`config.mk`:
```
export PLATFORM = sky130hd
export DESIGN_NAME = one_wire_rom_search
export DESIGN_NICKNAME = d
export VERILOG_FILES = /design/src/sv/owrs_pkg.sv /design/src/sv/owrs_step.sv /design/src/sv/one_wire_rom_search.sv
export SDC_FILE = /design/constraint.sdc
export NUM_CORES = 1
export LEC_CHECK = 0
export ABC_CLOCK_PERIOD_IN_PS = 13300
export BUFFER_PORTS_ARGS = -buffer_cell sky130_fd_sc_hd__buf_2
export CORE_MARGIN = 2
export CORE_UTILIZATION = 30
export CTS_BUF_LIST = sky130_fd_sc_hd__clkbuf_2 sky130_fd_sc_hd__clkbuf_4 sky130_fd_sc_hd__clkbuf_8
export DETAILED_ROUTE_END_ITERATION = 10
export HOLD_SLACK_MARGIN = 0.06
export PLACE_DENSITY = 0.56
export SETUP_SLACK_MARGIN = 0.3
export SYNTH_ARGS = -nofsm -noshare
export SYNTH_HDL_FRONTEND = slang
export SYNTH_SLANG_ARGS = --single-unit
```
`constraint.sdc`:
```
create_clock -name clk -period 13.3 [get_ports clk]
set_clock_uncertainty 0.05 [all_clocks]
set_input_delay 0.665 -clock clk [delete_from_list [all_inputs] [get_ports clk]]
set_output_delay 0.665 -clock clk [all_outputs]
set_load 0.02 [all_outputs]
```
`src/sv/owrs_pkg.sv`:
```
`timescale 1ns / 1ps
// ----------------------------------------------------------------------------
// owrs_pkg
// shared types, codes and the crc-8 helper for the rom search core
// ----------------------------------------------------------------------------
package owrs_pkg;

	localparam int unsigned RomW  = 64;
	localparam int unsigned PosW  = 7;
	localparam int unsigned FamW  = 4;
	localparam int unsigned FlagW = 12;

	localparam logic [PosW-1:0] LastBitPos  = 7'd64;
	localparam logic [PosW-1:0] DonePos     = 7'd65;
	localparam logic [PosW-1:0] FamilyLimit = 7'd9;
	localparam logic [7:0]      CrcPoly     = 8'h8C;

	typedef enum logic [2:0] {
		OP_START_FIRST   = 3'd0,
		OP_START_NEXT    = 3'd1,
		OP_PRESENCE      = 3'd2,
		OP_BIT_PAIR      = 3'd3,
		OP_START_VERIFY  = 3'd4,
		OP_TARGET_FAMILY = 3'd5,
		OP_FAMILY_SKIP   = 3'd6
	} op_t;

	typedef enum logic [2:0] {
		ST_ACK       = 3'd0,
		ST_RESET_CMD = 3'd1,
		ST_WRITE     = 3'd2,
		ST_WRITE_FIN = 3'd3,
		ST_FINISHED  = 3'd4
	} status_t;

	typedef enum logic [1:0] {
		PH_IDLE = 2'd0,
		PH_PRES = 2'd1,
		PH_BITS = 2'd2
	} phase_t;

	typedef struct packed {
		op_t        op;
		logic       presence_seen;
		logic       id_bit;
		logic       complement_bit;
		logic [7:0] family_byte;
	} item_t;

	typedef struct packed {
		status_t         status;
		logic            direction_bit;
		logic            found;
		logic [RomW-1:0] rom_code;
		logic            last_device;
	} result_t;

	typedef struct packed {
		logic [RomW-1:0]  rom_bits;
		logic [PosW-1:0]  last_disc;
		logic [FamW-1:0]  fam_disc;
		logic             last_dev;
		logic [PosW-1:0]  bit_pos;
		logic [PosW-1:0]  recent_zero;
		logic [7:0]       crc;
		phase_t           phase;
		logic             verify;
		logic [RomW-1:0]  saved_rom;
		logic [FlagW-1:0] saved_flags;
	} state_t;

	// dallas crc-8, lsb first, one byte
	function automatic logic [7:0] crc8_byte(input logic [7:0] crc, input logic [7:0] data);
		logic [7:0] c;
		c = crc ^ data;
		for (int i = 0; i < 8; i++) begin
			c = c[0] ? ((c >> 1) ^ CrcPoly) : (c >> 1);
		end
		return c;
	endfunction

endpackage

```
`src/sv/owrs_step.sv`:
```
`timescale 1ns / 1ps
// ----------------------------------------------------------------------------
// owrs_step
// next-state and result logic for one command of the rom search
// ----------------------------------------------------------------------------
module owrs_step import owrs_pkg::*; (
	input  state_t  cur,
	input  item_t   item,
	output state_t  nxt,
	output result_t res
);

	typedef struct packed {
		state_t s;
		logic   found;
	} fin_t;

	function automatic state_t restore(input state_t s);
		state_t o;
		o           = s;
		o.rom_bits  = s.saved_rom;
		o.last_disc = s.saved_flags[6:0];
		o.fam_disc  = s.saved_flags[10:7];
		o.last_dev  = s.saved_flags[11];
		o.verify    = 1'b0;
		return o;
	endfunction

	function automatic fin_t finish(input state_t s, input logic complete);
		fin_t f;
		f.s     = s;
		f.found = 1'b0;
		if (complete && f.s.crc == 8'd0) begin
			f.s.last_disc = f.s.recent_zero;
			if (f.s.recent_zero == '0) f.s.last_dev = 1'b1;
			f.found = 1'b1;
		end
		if (!f.found || f.s.rom_bits[7:0] == 8'd0) begin
			f.s.last_disc = '0;
			f.s.last_dev  = 1'b0;
			f.s.fam_disc  = '0;
			f.found       = 1'b0;
		end
		if (f.s.verify) begin
			f.found = f.found && (f.s.rom_bits == f.s.saved_rom);
			f.s     = restore(f.s);
		end
		f.s.phase = PH_IDLE;
		return f;
	endfunction

	always_comb begin
		state_t          s;
		fin_t            f;
		logic [PosW-1:0] pos;
		logic [5:0]      idx;
		logic            dir;
		s   = cur;
		f   = '{s: cur, found: 1'b0};
		pos = cur.bit_pos;
		idx = 6'(pos - 7'd1);
		dir = 1'b0;
		res = '{status: ST_ACK, direction_bit: 1'b0, found: 1'b0,
			rom_code: '0, last_device: 1'b0};

		// abandon a running search on any start command
		if (item.op == OP_START_FIRST || item.op == OP_START_NEXT ||
		    item.op == OP_START_VERIFY) begin
			if (s.phase != PH_IDLE && s.verify) s = restore(s);
			s.verify = 1'b0;
			s.phase  = PH_IDLE;
		end

		unique case (item.op)
			OP_START_FIRST, OP_START_NEXT, OP_START_VERIFY: begin
				if (item.op == OP_START_FIRST) begin
					s.last_disc = '0;
					s.last_dev  = 1'b0;
					s.fam_disc  = '0;
				end
				if (item.op == OP_START_VERIFY) begin
					s.saved_rom   = s.rom_bits;
					s.saved_flags = {s.last_dev, s.fam_disc, s.last_disc};
					s.last_disc   = LastBitPos;
					s.last_dev    = 1'b0;
					s.verify      = 1'b1;
				end
				s.bit_pos     = 7'd1;
				s.recent_zero = '0;
				s.crc         = 8'd0;
				if (s.last_dev) begin
					f          = finish(s, 1'b0);
					s          = f.s;
					res.status = ST_FINISHED;
					res.found  = f.found;
				end else begin
					s.phase    = PH_PRES;
					res.status = ST_RESET_CMD;
				end
			end
			OP_PRESENCE: begin
				if (s.phase == PH_PRES) begin
					if (item.presence_seen) begin
						s.phase = PH_BITS;
					end else begin
						f          = finish(s, 1'b0);
						s          = f.s;
						res.status = ST_FINISHED;
						res.found  = f.found;
					end
				end
			end
			OP_BIT_PAIR: begin
				if (s.phase == PH_BITS) begin
					if (item.id_bit && item.complement_bit) begin
						f          = finish(s, 1'b0);
						s          = f.s;
						res.status = ST_FINISHED;
						res.found  = f.found;
					end else begin
						if (item.id_bit != item.complement_bit) begin
							dir = item.id_bit;
						end else begin
							if (pos < s.last_disc) dir = s.rom_bits[idx];
							else                   dir = (pos == s.last_disc);
							if (!dir) begin
								s.recent_zero = pos;
								if (pos < FamilyLimit) s.fam_disc = pos[FamW-1:0];
							end
						end
						s.rom_bits[idx] = dir;
						// close a byte on every eighth bit
						if (pos[2:0] == 3'd0)
							s.crc = crc8_byte(s.crc, s.rom_bits[{idx[5:3], 3'd0} +: 8]);
						s.bit_pos         = pos + 7'd1;
						res.direction_bit = dir;
						if (s.bit_pos >= DonePos) begin
							f          = finish(s, 1'b1);
							s          = f.s;
							res.status = ST_WRITE_FIN;
							res.found  = f.found;
						end else begin
							res.status = ST_WRITE;
						end
					end
				end
			end
			OP_TARGET_FAMILY: begin
				if (s.phase == PH_IDLE) begin
					s.rom_bits  = {56'd0, item.family_byte};
					s.last_disc = LastBitPos;
					s.fam_disc  = '0;
					s.last_dev  = 1'b0;
				end
			end
			OP_FAMILY_SKIP: begin
				if (s.phase == PH_IDLE) begin
					s.last_disc = {3'd0, s.fam_disc};
					s.fam_disc  = '0;
					if (s.last_disc == '0) s.last_dev = 1'b1;
				end
			end
			default: begin
			end
		endcase

		res.rom_code    = s.rom_bits;
		res.last_device = s.last_dev;
		nxt             = s;
	end

endmodule

```
`src/sv/one_wire_rom_search.sv`:
```
`timescale 1ns / 1ps
// a transferred command waits in the input stage, then its result is registered in the output register
// throughput: one command per cycle while results are taken, the search state updates in a single step
// the input stage lets a new command in while a result waits to be taken
// reset: search state cleared, bit position one, phase idle, both stages empty
// ----------------------------------------------------------------------------
// one_wire_rom_search
// decision core of the 1-wire rom search: direction bits, crc and verify
// ----------------------------------------------------------------------------
module one_wire_rom_search import owrs_pkg::*; (
	input  logic            clk,
	input  logic            arst_n,
	// command channel
	input  logic            in_valid,
	output logic            in_ready,
	input  logic [2:0]      operation,
	input  logic            presence_seen,
	input  logic            id_bit,
	input  logic            complement_bit,
	input  logic [7:0]      family_byte,
	// result channel
	output logic            out_valid,
	input  logic            out_ready,
	output logic [2:0]      status,
	output logic            direction_bit,
	output logic            found,
	output logic [RomW-1:0] rom_code,
	output logic            last_device
);

	// input stage
	logic    valid_s1;
	item_t   item_s1;

	// search state
	state_t  state_q;
	state_t  state_nxt;

	// result register
	logic    out_valid_q;
	result_t res_q;
	result_t res_nxt;

	logic    fire;

	// the input stage moves on when the result register is empty or draining
	assign fire     = valid_s1 && (!out_valid_q || out_ready);
	assign in_ready = !valid_s1 || fire;

	owrs_step u_step (
		.cur  (state_q),
		.item (item_s1),
		.nxt  (state_nxt),
		.res  (res_nxt)
	);

	// control and search state
	always_ff @(posedge clk or negedge arst_n) begin
		if (!arst_n) begin
			valid_s1    <= 1'b0;
			out_valid_q <= 1'b0;
			state_q     <= '{rom_bits: '0, last_disc: '0, fam_disc: '0, last_dev: 1'b0,
				bit_pos: 7'd1, recent_zero: '0, crc: 8'd0, phase: PH_IDLE,
				verify: 1'b0, saved_rom: '0, saved_flags: '0};
		end else begin
			if (in_ready) valid_s1 <= in_valid;
			if (fire) begin
				state_q     <= state_nxt;
				out_valid_q <= 1'b1;
			end else if (out_ready) begin
				out_valid_q <= 1'b0;
			end
		end
	end

	// payload registers
	always_ff @(posedge clk) begin
		if (in_ready && in_valid) begin
			item_s1 <= '{op: op_t'(operation), presence_seen: presence_seen,
				id_bit: id_bit, complement_bit: complement_bit,
				family_byte: family_byte};
		end
		if (fire) res_q <= res_nxt;
	end

	assign out_valid     = out_valid_q;
	assign status        = res_q.status;
	assign direction_bit = res_q.direction_bit;
	assign found         = res_q.found;
	assign rom_code      = res_q.rom_code;
	assign last_device   = res_q.last_device;

	// bit position stays within the rom while bit pairs are taken
	a_pos_range: assert property (@(posedge clk) disable iff (!arst_n)
		state_q.phase == PH_BITS |-> (state_q.bit_pos >= 7'd1 && state_q.bit_pos <= LastBitPos))
		else $error("bit position out of range during search");

	// verify mode only lives inside a running search
	a_verify_phase: assert property (@(posedge clk) disable iff (!arst_n)
		state_q.verify |-> state_q.phase != PH_IDLE)
		else $error("verify mode left set while idle");

	// a processed command always lands in the result register
	a_fire_out: assert property (@(posedge clk) disable iff (!arst_n)
		fire |=> out_valid_q)
		else $error("result lost after processing");

	// direction only with a write status, found only with a finished status
	a_result_codes: assert property (@(posedge clk) disable iff (!arst_n)
		out_valid_q |-> ((!res_q.direction_bit || res_q.status == ST_WRITE ||
		res_q.status == ST_WRITE_FIN) && (!res_q.found ||
		res_q.status == ST_WRITE_FIN || res_q.status == ST_FINISHED)))
		else $error("result flags inconsistent with status");

endmodule
```
# Word-level counts from Yosys, hierarchy flattened
# Cells that the tools add are included.
dict set report word_totals {
  reg_bits 263
  in_bits 18
  output_inout_bits 72
  word_cells 183
}
dict set report classes {
  add_sub_neg 2
  order_cmp 5
  n_eq_ne 13
  shifts 1
  n_mux 100
  bitwise_logic 11
  reduce_logical 28
}
# op count
set op_table {}
lappend op_table {{177-bit 2-to-1 mux} 6}
lappend op_table {{178-bit 2-to-1 mux} 4}
lappend op_table {{77-bit 2-to-1 mux} 4}
lappend op_table {{101-bit one-hot mux with 3 select lines} 1}
lappend op_table {{64-bit one-hot mux with 4 select lines} 1}
lappend op_table {{98-bit 2-to-1 mux} 2}
lappend op_table {{64-bit equality test} 3}
lappend op_table {{8-bit 2-to-1 mux} 12}
lappend op_table {{76-bit 2-to-1 mux} 1}
lappend op_table {{64-bit bitwise mux} 1}
lappend op_table {{64-bit by 7-bit variable part select with 8-bit output} 1}
lappend op_table {{12-bit one-hot mux with 5 select lines} 1}
lappend op_table {{7-bit 2-to-1 mux} 7}
lappend op_table {{1-bit 2-to-1 mux} 44}
lappend op_table {{12-bit 2-to-1 mux} 3}
lappend op_table {{2-bit inverter with 3-bit output} 8}
lappend op_table {{8-bit logical NOT} 2}
lappend op_table {{3-bit 2-to-1 mux} 4}
lappend op_table {{4-bit 2-to-1 mux} 3}
lappend op_table {{3-bit equality test (second input constant)} 3}
lappend op_table {{1-bit logical AND} 9}
lappend op_table {{3-bit one-hot mux with 3 select lines} 1}
lappend op_table {{8-bit XOR} 1}
lappend op_table {{7-bit by 1-bit adder with 7-bit output (second input constant)} 1}
lappend op_table {{other kinds (26)} 37}

# Longest topological paths before layout
dict set report depth {
  ltp_word 57
  depth_mapped 27
}

# Modules after synthesis
# From an unflattened synthesis, not the netlist that was laid out.
dict set report hier_totals {
  hier_cells 2254
  area_unflattened_um2 20490.9
}
# module n_inst cells_each area_per_inst_um2 seq_area_each_um2
set by_module_without_submodules {}
lappend by_module_without_submodules {owrs_step 1 1788 10840.4 0.0}
lappend by_module_without_submodules {one_wire_rom_search 1 466 9650.5 7003.0}

# Worst setup path after synthesis
# No wires, ideal clock.
dict set report synth_timing {
  path_type {flip-flop to flip-flop}
  startpoint {register item_s1[13] (netlist name)}
  endpoint {register state_q[111] (netlist name)}
  setup_time_ns 0.077
  arrival_time_ns 5.749
  required_time_ns 13.173
  slack_ns 7.423
  stages_incl_launch_ff 24
  path_buffers 6
  period_less_slack_ns 5.877
  cell_sequence {edfxtp_1 buf_2 a21o_4 nor2_8 buf_6 buf_2 buf_2 buf_2 mux2i_1 ha_1 o2111a_1 a311oi_1 o211ai_1 o41ai_4 a31oi_1 xnor2_1 xor3_2 xor2_1 a2111oi_2 nand4_2 buf_6 o31ai_2 a21oi_1 a21oi_1}
}
dict set report synth_via {
  elab_chain_cells 47
  elab_cells_between_ends 85
  classes_between {order compare: 1; eq/ne: 9; shift: 1; mux: 56; bitwise: 9; reduce/logical: 9}
}
# element line_no
set synth_rtl {}
lappend synth_rtl {{start, declared} one_wire_rom_search.sv:33} ;# item_t item_s1;
lappend synth_rtl {{start signal, assigned} one_wire_rom_search.sv:79} ;# item_s1 <= '{op: op_t'(operation), presence_seen: presence_seen,
lappend synth_rtl {{3-bit by 1-bit equality test with 1-bit output / 3-bit logical NOT (equally long branches)} {owrs_step.sv:67, owrs_step.sv:74, owrs_step.sv:76}}
lappend synth_rtl {{1-bit logical OR (2 in a row)} owrs_step.sv:67} ;# if (item.op == OP_START_FIRST || item.op == OP_START_NEXT ||
lappend synth_rtl {{177-bit 2-to-1 mux} owrs_step.sv:67}
lappend synth_rtl {{1-bit binary-select mux with 6-bit select} owrs_step.sv:124} ;# if (pos < s.last_disc) dir = s.rom_bits[idx];
lappend synth_rtl {{1-bit 2-to-1 mux (not written as such)} owrs_step.sv:124}
lappend synth_rtl {{1-bit 2-to-1 mux} owrs_step.sv:124}
lappend synth_rtl {{1-bit 2-to-1 mux} owrs_step.sv:121} ;# if (item.id_bit != item.complement_bit) begin
lappend synth_rtl {{1-bit 2-to-1 mux} owrs_step.sv:115} ;# if (item.id_bit && item.complement_bit) begin
lappend synth_rtl {{(+30 left out)} -}
lappend synth_rtl {{1-bit logical NOT} owrs_step.sv:38} ;# if (!f.found || f.s.rom_bits[7:0] == 8'd0) begin
lappend synth_rtl {{1-bit logical OR} owrs_step.sv:38}
lappend synth_rtl {{12-bit 2-to-1 mux} owrs_step.sv:38}
lappend synth_rtl {{178-bit 2-to-1 mux} owrs_step.sv:44} ;# if (f.s.verify) begin
lappend synth_rtl {{177-bit 2-to-1 mux} owrs_step.sv:137} ;# if (s.bit_pos >= DonePos) begin
lappend synth_rtl {{177-bit 2-to-1 mux} owrs_step.sv:115}
lappend synth_rtl {{177-bit 2-to-1 mux} owrs_step.sv:114} ;# if (s.phase == PH_BITS) begin
lappend synth_rtl {{12-bit one-hot mux with 5 select lines *} owrs_step.sv:74} ;# unique case (item.op)
lappend synth_rtl {{end signal, assigned} one_wire_rom_search.sv:62} ;# state_q <= '{rom_bits: '0, last_disc: '0, fam_disc: '0, last_dev: 1'b0,
lappend synth_rtl {{end signal, assigned} one_wire_rom_search.sv:68} ;# state_q <= state_nxt;
lappend synth_rtl {{end, declared} one_wire_rom_search.sv:36} ;# state_t state_q;
# Every way passes the cells marked *; elsewhere a longest branch is shown, timed or not. The select of a mux whose other input is x is not followed.
# A chain may end at the register's enable or synchronous reset.

# Worst setup path after layout
dict set report layout_timing {
  startpoint {register item_s1[13] (netlist name)}
  endpoint {register state_q[101] (netlist name)}
}
# The elaborated chain is that of the path after synthesis.

==> impl_metrics.py <==
metrics = {
    "layout": {
        "nets": 2191,
        "area_growth_pct": 14.1,
        "drive_gt1_share_pct": 13.8,
        "fin_cells": 2984,
        "final_area_sq_um": 20300,
        "multi_input_comb_area_sq_um": 10100,
        "fillers": 6081,
        "area.sequential_sq_um": 7000,
    },
    "pwr": {
        "p_per_area_nw_per_um2": 163,
        "ir_drop_mv": 0.0661,
        "finalPower_uw": 3310,
        "p_leak_uw": 0.00837,
    },
    "synth": {
        "synth_area_sq_um": 17800,
        "yosysUniqueCellTypes": 90,
        "synth_edf_count": 84,
        "ys_ff_latch": 263,
        "synth_nets": 2160,
        "async_flop_share_pct": 68.1,
        "syn_area_per_cell_sq_um": 8.34,
        "syn_inst": 2136,
        "yosysSeqAreaShare_pct": 39.3,
        "ys.warnings.count": 0,
        "yosys_most_used_dff": "dfrtp_1",
    },
    "timing": {
        "finalSetupTns_ns": 0,
        "rsz0062_at_grt": "false",
        "slew-limit-headroom_pct": 8.54,
        "fin_hold_ws_ns": 0.147,
        "finalCriticalPeriod_ns": 7.81,
        "finalMaxSlewViolations": 0,
        "fmax_ghz": 0.128,
        "hold_violations": 0,
        "finalCritPeriodShare_pct": 58.7,
        "max_slew.worst_pin.slew_ns": 1.36,
        "finalSetupViolCount": 0,
    },
    "routing": {
        "vias_per_cell": 6.02,
        "drc_errors": 0,
        "wl_microns": 76100,
        "vias": 17972,
        "dr.pass1.iters": 6,
        "ant_nets": 0,
        "post_drt_wl_per_cell_microns": 25.5,
        "dr.first_iter.drc_count": 2458,
    },
    "run": {
        "max-cap-violations": 0,
    },
    "global_routing": {
        "grt_pass1_wl_microns": 113000,
        "grt_use_met2_pct": 38.3,
        "grt_antenna_before_repair": 2,
        "grt_pass1_vias": 16933,
        "grt.busiest_layer": "met2",
        "grt_util_met1_pct": 32.1,
        "grt_use_total_pct": 24.4,
        "use_met3_pct": 4.15,
        "overflow": 0,
        "grt_start_max_net_pins": 85,
    },
    "clock_network": {
        "cts_root_buffer": "clkbuf_8",
        "clkSlewWorstSetupHoldPaths_ns": 0.06,
        "h-tree-depth": 2,
        "cts_inserted_buffers": 52,
        "cts_tree": "done",
        "clock-sinks": 263,
        "clk_path_buf_depth": 3,
        "clock_latency_ns": 0.66,
        "post_cts_buffers": 0,
        "cts_resized": 0,
    },
    "worst_setup_path": {
        "cp_max_fo": 38,
        "crit_required_ns": 13.80,
        "path_class": "flop to flop",
        "end_kind": "flop",
        "startpoint_type": "flop",
        "crit_arrival_ns": 8.30,
    },
    "die": {
        "dieHeight_microns": 248,
        "start_util_pct": 30.2,
        "die-area_sq_um": 61300,
        "die_width_microns": 248,
        "core_sq_um": 58900,
        "pin_count": 90,
        "num_rows": 89,
    },
    "run_status": {
        "status": "finished clean",
    },
    "placed_design": {
        "place.gp.congestion": 0.991,
        "port_buffers": 89,
        "dpl_cell_area_sq_um": 19100,
        "post-dp-hpwl_microns": 51200,
        "placed_cells": 2885,
    },
    "min_path": {
        "hp-class": "primary input to flop",
    },
}
==> path summary, 6_finish.rpt <==
path / start / slack, ns / depth (start not counted) / end
worst max-delay path: item_s1[13] / 5.49 / 19 / state_q[101]
worst min-delay path: presence_seen / 0.15 / 1 / item_s1[10]
worst max register to register: item_s1[13] / 5.49 / 19 / state_q[101]
worst min register to register: state_q[89] / 0.43 / 2 / state_q[89]
max in group asynchronous: arst_n / 11.28 / 3 / state_q[52]
min in group asynchronous: arst_n / 0.51 / 2 / state_q[11]
==> per-layer routing <==
metal | share of wire, % | wire length [microns] | vias to the layer above
met5 | 0.012 | 9 | -
met4 | 5.7 | 4330 | 2
met1 | 41 | 30900 | 8710
met3 | 8.3 | 6330 | 249
li1 | - | - | 7969
met2 | 45 | 34600 | 1042
==> cell type report <==
cell class | instances | area share [%]
inverters | 25 | 0.486
flip-flops and latches | 263 | 34.5
well taps | 773 | 4.76
clock inverters | 32 | 2.06
repair buffers | 147 | 4.39
diodes | 1 | 0.0123
multi-input cells | 1678 | 49.7
clock buffers | 65 | 4.09
==> sequential cells by signal, summed over array words and instances, names as in the netlist <==
signal	cells
direction_bit	1
out_valid	1
item_s1	14
state_q	177
last_device	1
status	3
found	1
valid_s1	1
rom_code	64
==> cells in the mapped netlist (all sizes together), types with 8 or more instances <==
cell type / number / area (sq um)
clkbuf: 144 / 541
a21oi: 175 / 887
nand4: 17 / 113
a31oi: 66 / 425
mux2i: 67 / 671
a22oi: 20 / 150
a21o: 9 / 75.1
and2: 15 / 93.8
nand3: 26 / 130
nand2b: 14 / 87.6
a22o: 26 / 228
mux2: 20 / 225
o31ai: 14 / 110
nor2: 125 / 490
a222oi: 8 / 80.1
nor4: 13 / 81.3
a211oi: 15 / 118
o22ai: 35 / 219
o21ai: 238 / 1190
o211ai: 13 / 97.6
nand2: 435 / 1630
edfxtp: 84 / 2520
dfrtp: 178 / 4450
xnor2: 52 / 504
nor3: 21 / 105
a21boi: 9 / 67.6
buf: 26 / 135
and3: 20 / 125
a221o: 54 / 541
a221oi: 38 / 333
inv: 23 / 86.3
xor2: 40 / 358
==> layout by cell type (no fill, tap or decap), types with 14 or more instances in the layout <==
master    instances
a21oi_1         172
edfxtp_1         84
nand2b_1         14
a22oi_1          20
mux2_2           20
o22ai_1          35
mux2i_1          67
a22o_1           26
nand2_1         433
xor2_1           39
and3_1           20
a221oi_1         38
o21ai_0         226
xnor2_1          47
a211oi_1         14
nand4_1          16
nor3_1           17
buf_2            88
inv_1            22
and2_1           14
buf_4            57
a221o_1          54
nor2_1          115
nand3_1          24
dfrtp_1         178
a31oi_1          64
clkbuf_8         56
==> cell families after synthesis <==
family | synth area share, %
compound gates | 28.5
xor+xnor | 5.37
fa+ha+maj | 0.590
buf+inv | 4.32
flops | 39.3
mux | 5.03
simple gates | 16.9
==> per-stage QoR <==
step	setup slack, ns	utilization, %
floorplan	7.42	-
global placement	5.73	32.4
detailed placement	5.70	32.4
CTS	5.70	34.5
global route	5.28	34.5
finish	5.49	34.5
==> power breakdown <==
group / switching (uW) / internal [uW] / total [uW] / leakage (uW)
Sequential: 104 / 937 / 1040 / 0.00324
Combinational: 841 / 412 / 1250 / 0.00448
Clock: 406 / 609 / 1020 / 0.000643
==> what timing repair did <==
action / in CTS / in global routing
hold buffers: 1 / 0
endpoints found under the setup margin: 0 / 0
endpoints found under the hold margin: 48 / 0
==> critical path, cell delays in order, from the launching register on <==
cell and delay, ns:
edfxtp_1 0.68, a21o_4 0.40, nor2_8 0.67, mux2i_1 0.64, ha_1 0.38, o2111a_1 0.15, a311oi_1 0.82, and2_1 0.24
o31a_1 0.35, o41ai_4 0.14, buf_4 0.24, a31oi_1 0.23, xnor2_1 0.22, xor3_2 0.56, xor2_1 0.21, a2111oi_2 0.44
nand4_2 0.54, o21ai_1 0.36, a211oi_2 0.11, o31ai_1 0.24
Power figures use the tool's default switching activity.
